### src/hw/rtl/gbs_pkg.sv
package gbs_pkg;

    typedef struct packed {
        logic [25:0]        area;
        logic [12:0]        height;
        logic [12:0]        width;
        logic signed [13:0] top;
        logic signed [13:0] left;
    } box_t;

    typedef enum logic [1:0] {
        ST_IDLE,
        ST_AREA,
        ST_RUN,
        ST_DONE
    } gbs_state_t;

    localparam int unsigned CELL_LAT = 6;

endpackage

### src/hw/rtl/gbs_cell.sv
module gbs_cell (
    input  logic          aclk,
    input  logic [8:0]    thr,
    input  logic          occupied,
    input  logic          load,
    input  gbs_pkg::box_t load_box,
    input  gbs_pkg::box_t box_in,
    output gbs_pkg::box_t box_out,
    input  logic          sup_in,
    output logic          sup_out
);

    gbs_pkg::box_t st_reg;
    gbs_pkg::box_t fwd_reg;

    logic signed [14:0] la, lb, ra, rb, ta, tb, ba, bb;
    logic signed [14:0] xlo, xhi, ylo, yhi, xd, yd;
    logic [12:0] ow_next, oh_next;

    logic [12:0] ow_reg, oh_reg;
    logic [26:0] sum1_reg, sum2_reg;
    logic [25:0] inter2_reg, inter3_reg, inter4_reg;
    logic [26:0] uni3_reg;
    logic [35:0] prod4_reg;
    logic        hit_reg;
    logic        sup_reg;

    always_comb begin
        la  = 15'(box_in.left);
        lb  = 15'(st_reg.left);
        ra  = la + $signed({2'b00, box_in.width});
        rb  = lb + $signed({2'b00, st_reg.width});
        ta  = 15'(box_in.top);
        tb  = 15'(st_reg.top);
        ba  = ta + $signed({2'b00, box_in.height});
        bb  = tb + $signed({2'b00, st_reg.height});
        xlo = (la > lb) ? la : lb;
        xhi = (ra < rb) ? ra : rb;
        ylo = (ta > tb) ? ta : tb;
        yhi = (ba < bb) ? ba : bb;
        xd  = xhi - xlo;
        yd  = yhi - ylo;
        ow_next = (xhi > xlo) ? xd[12:0] : 13'd0;
        oh_next = (yhi > ylo) ? yd[12:0] : 13'd0;
    end

    always_ff @(posedge aclk) begin
        if (load) begin
            st_reg <= load_box;
        end
        fwd_reg    <= box_in;
        ow_reg     <= ow_next;
        oh_reg     <= oh_next;
        sum1_reg   <= 27'(box_in.area) + 27'(st_reg.area);
        inter2_reg <= ow_reg * oh_reg;
        sum2_reg   <= sum1_reg;
        uni3_reg   <= sum2_reg - 27'(inter2_reg);
        inter3_reg <= inter2_reg;
        prod4_reg  <= 36'(thr) * 36'(uni3_reg);
        inter4_reg <= inter3_reg;
        hit_reg    <= occupied && ({2'b00, inter4_reg, 8'h00} > prod4_reg);
        sup_reg    <= sup_in | hit_reg;
    end

    assign box_out = fwd_reg;
    assign sup_out = sup_reg;

endmodule
### config.mk
export PLATFORM = sky130hd
export DESIGN_NAME = gbs_cell
export DESIGN_NICKNAME = d
export VERILOG_FILES = /design/src/hw/rtl/gbs_pkg.sv /design/src/hw/rtl/gbs_cell.sv
export SDC_FILE = /design/constraint.sdc
export NUM_CORES = 2
export LEC_CHECK = 0
export ABC_AREA = 1
export BUFFER_PORTS_ARGS = -buffer_cell sky130_fd_sc_hd__buf_2
export CORE_UTILIZATION = 60
export DETAILED_ROUTE_END_ITERATION = 10
export HOLD_SLACK_MARGIN = 0.02
export PLACE_DENSITY = 0.89
export SYNTH_ARGS = -nofsm -noshare
export SYNTH_HDL_FRONTEND = slang
export SYNTH_SLANG_ARGS = --single-unit
### constraint.sdc
create_clock -name aclk -period 16 [get_ports aclk]
set_clock_uncertainty 0.15 [all_clocks]
set_input_delay 2.4 -clock aclk [delete_from_list [all_inputs] [get_ports aclk]]
set_output_delay 2.4 -clock aclk [all_outputs]
set_load 0.1 [all_outputs]
==> impl_metrics.toml <==
[die]
fp-row-count = 82
initial_utilization_pct = 61.2
dieArea_sq_um = 52300
die_x_um = 229
core_sq_um = 50400
io_pins = 254
die_h_um = 229

[drt]
highest_layer = "met4"
drt-pass1-iter-count = 8
met1Wirelength_um = 27700
drt_iter0_markers = 1550
drt-total-wl_um = 72600
route.detailed.drc = 0
wl_per_cell_um = 16.0
wl_met3_um = 4120
ant_nets = 0
wl_met2_um = 37500
num_vias = 24600
viasPerCell = 5.42

[clocking]
cts_setup_buffers = 0
clock_sinks = 383
cts_hold_buf = 0
path_clk_slew_ns = 0.06
numCtsBuffers = 38
cts-htree-levels = 2
clk_path_buf_depth = 3
cts_tree = "built"
root_buffer = "clkbuf_16"
cts_resized = 0
clock_latency_ns = 0.59

[timing]
finalSetupViolCount = 0
slew-limit-headroom_pct = 16.6
rsz0062_at_grt = "false"
period_needed_ns = 7.28
tightest_slew_ns = 1.24
fin_crit_sh_pct = 45.5
holdWs_ns = 0.153
setup_tns_ns = 0
hold_viol = 0
fmax_ghz = 0.137
slew_viol_final = 0

[finish]
areaGrowthSynthToFinish_pct = 10.0
n_antenna_cell = 0
drive_above_1_share_pct = 9.43
largest_reg_flops = 80
fin_nets = 4651

[grt]
grt_pass1_wl_um = 121000
grt_max_degree = 51
overflow = 0
grt_pass1_vias = 26100
antenna_found_initial = 0
track_usage_pct = 28.2

[synth]
seq_area_frac_synth_pct = 27.5
ys.flop_type = "dfxtp_1"
syn-num-nets = 4451
synth.top_cell.area_share_pct = 19.8
synthSimpleGateAreaFrac_pct = 15.9
synth_most_common_cell = "nand2_1"
synth.avg_cell_area_sq_um = 8.48
synth_common_cells = "804 x nand2_1, 749 x inv_1, 341 x ha_1, 305 x fa_1, 303 x dfxtp_1"
ys_top_cells_by_area = "fa_1 20%, dfxtp_1 20%, ha_1 14%"
muxShareOfSynthArea_pct = 0
synth_compound_gate_area_share_pct = 7.91
ys_warn_count = 0
synth_edf_count = 80
syn_area_sq_um = 30800
synth.largest_area_cell = "fa_1"
synth-seq-cells = 383
async_reset_ff_share_pct = 0
synth_top_family_by_area = "adder cells"
syn_inst = 3632
post_synth_num_cell_types = 46
synthXorXnorAreaFrac_pct = 4.58
synthAdderAreaFrac_pct = 33.7

[worst_setup_path]
cp-end-kind = "flop"
cp_common_cell = "nand2_1"
slowest_stage = "o21ai_0"
crit_type = "in -> reg"
slowest_delay_ns = 0.96
cp.arrival_ns = 7.53
crit_required_ns = 16.25
crit_path_start_kind = "input pin"
path_max_fanout = 14

[placement]
dp_hpwl_um = 57900
port_buffers = 253
gp_congestion = 0.953

[job]
cap_violations = 0

[hold_path]
min-delay-path-class = "reg -> reg"

[status]
status = "completed"
[layer usage]
layer	up-vias	global-route usage, %
met2	925	52.7
met3	220	3.92
met1	11700	31.3
met4	0	13.4
li1	11800	-
met5	-	0
[cell type report]
class / count / area (sq um)
multi-input combinational: 2405 / 19100
fill: 3782 / 16500
sequential: 383 / 8470
inverter: 750 / 2820
timing repair buffer: 254 / 1280
clock buffer: 51 / 1050
tap: 672 / 841
clock inverter: 19 / 334
[per-stage QoR]
stage	std cells	worst slack, ns	cell area [sq um]	util [%]
final	4534	8.72	33900	67.3
after global routing	4534	8.15	33900	67.3
after CTS	4534	8.77	33900	67.3
after detailed placement	4464	8.18	32500	64.5
after global placement	4464	8.26	32500	64.5
after floorplan	3632	9.08	30800	-
[layout by cell type, fill, tap and decap left out, types with 6 or more instances in the layout]
master	synthesis	layout
clkbuf_16	0	39
o21a_1	7	7
ha_1	341	341
a31oi_1	15	15
nand3_1	123	123
o211ai_1	9	9
nand2_2	7	7
edfxtp_1	80	80
xnor2_1	67	67
nand3_2	12	12
nor3_1	24	24
o21ai_1	10	10
nor2_1	117	117
o221ai_1	6	6
a211oi_1	6	6
fa_1	305	305
a21oi_1	223	223
nand2_1	804	804
inv_1	749	749
nand4_1	47	47
buf_2	2	252
nand2_4	6	6
bufinv_16	0	6
nor2_2	7	7
o21ai_0	96	96
a21o_1	13	13
nor4_1	7	7
xor2_1	94	94
dfxtp_1	303	303
o21bai_1	24	24
clkbuf_1	84	8
[kinds of logic (layout without fill, tap and decap cells)]
group           count (synthesis)  in the layout
simple gates                 1165           1165
buf+inv                       844           1074
fa+ha+maj                     646            646
compound gates                433            433
flops                         383            383
xor+xnor                      161            161
[final timing paths]
| check | start | end | slack, ns | depth (start not counted) |
|---|---|---|---|---|
| max | box_in[0] | ow_reg[3] | 8.72 | 31 |
| min | sum1_reg[10] | sum2_reg[10] | 0.15 | 0 |
| max reg2reg | lb[2] | ow_reg[3] | 10.22 | 31 |
| min reg2reg | sum1_reg[10] | sum2_reg[10] | 0.15 | 0 |
[worst max-delay path: cells and delay by family]
family | cells | cell delay [ns]
and+or+nand+nor | 16 | 1.59
AOI/OAI and AO/OA | 7 | 1.76
adders and majority gates | 4 | 1.38
buffers and inverters | 4 | 0.38
Power is left out: the tool's default activity adds up to more than one toggle a clock period on the data nets, which glitch-free logic cannot reach.
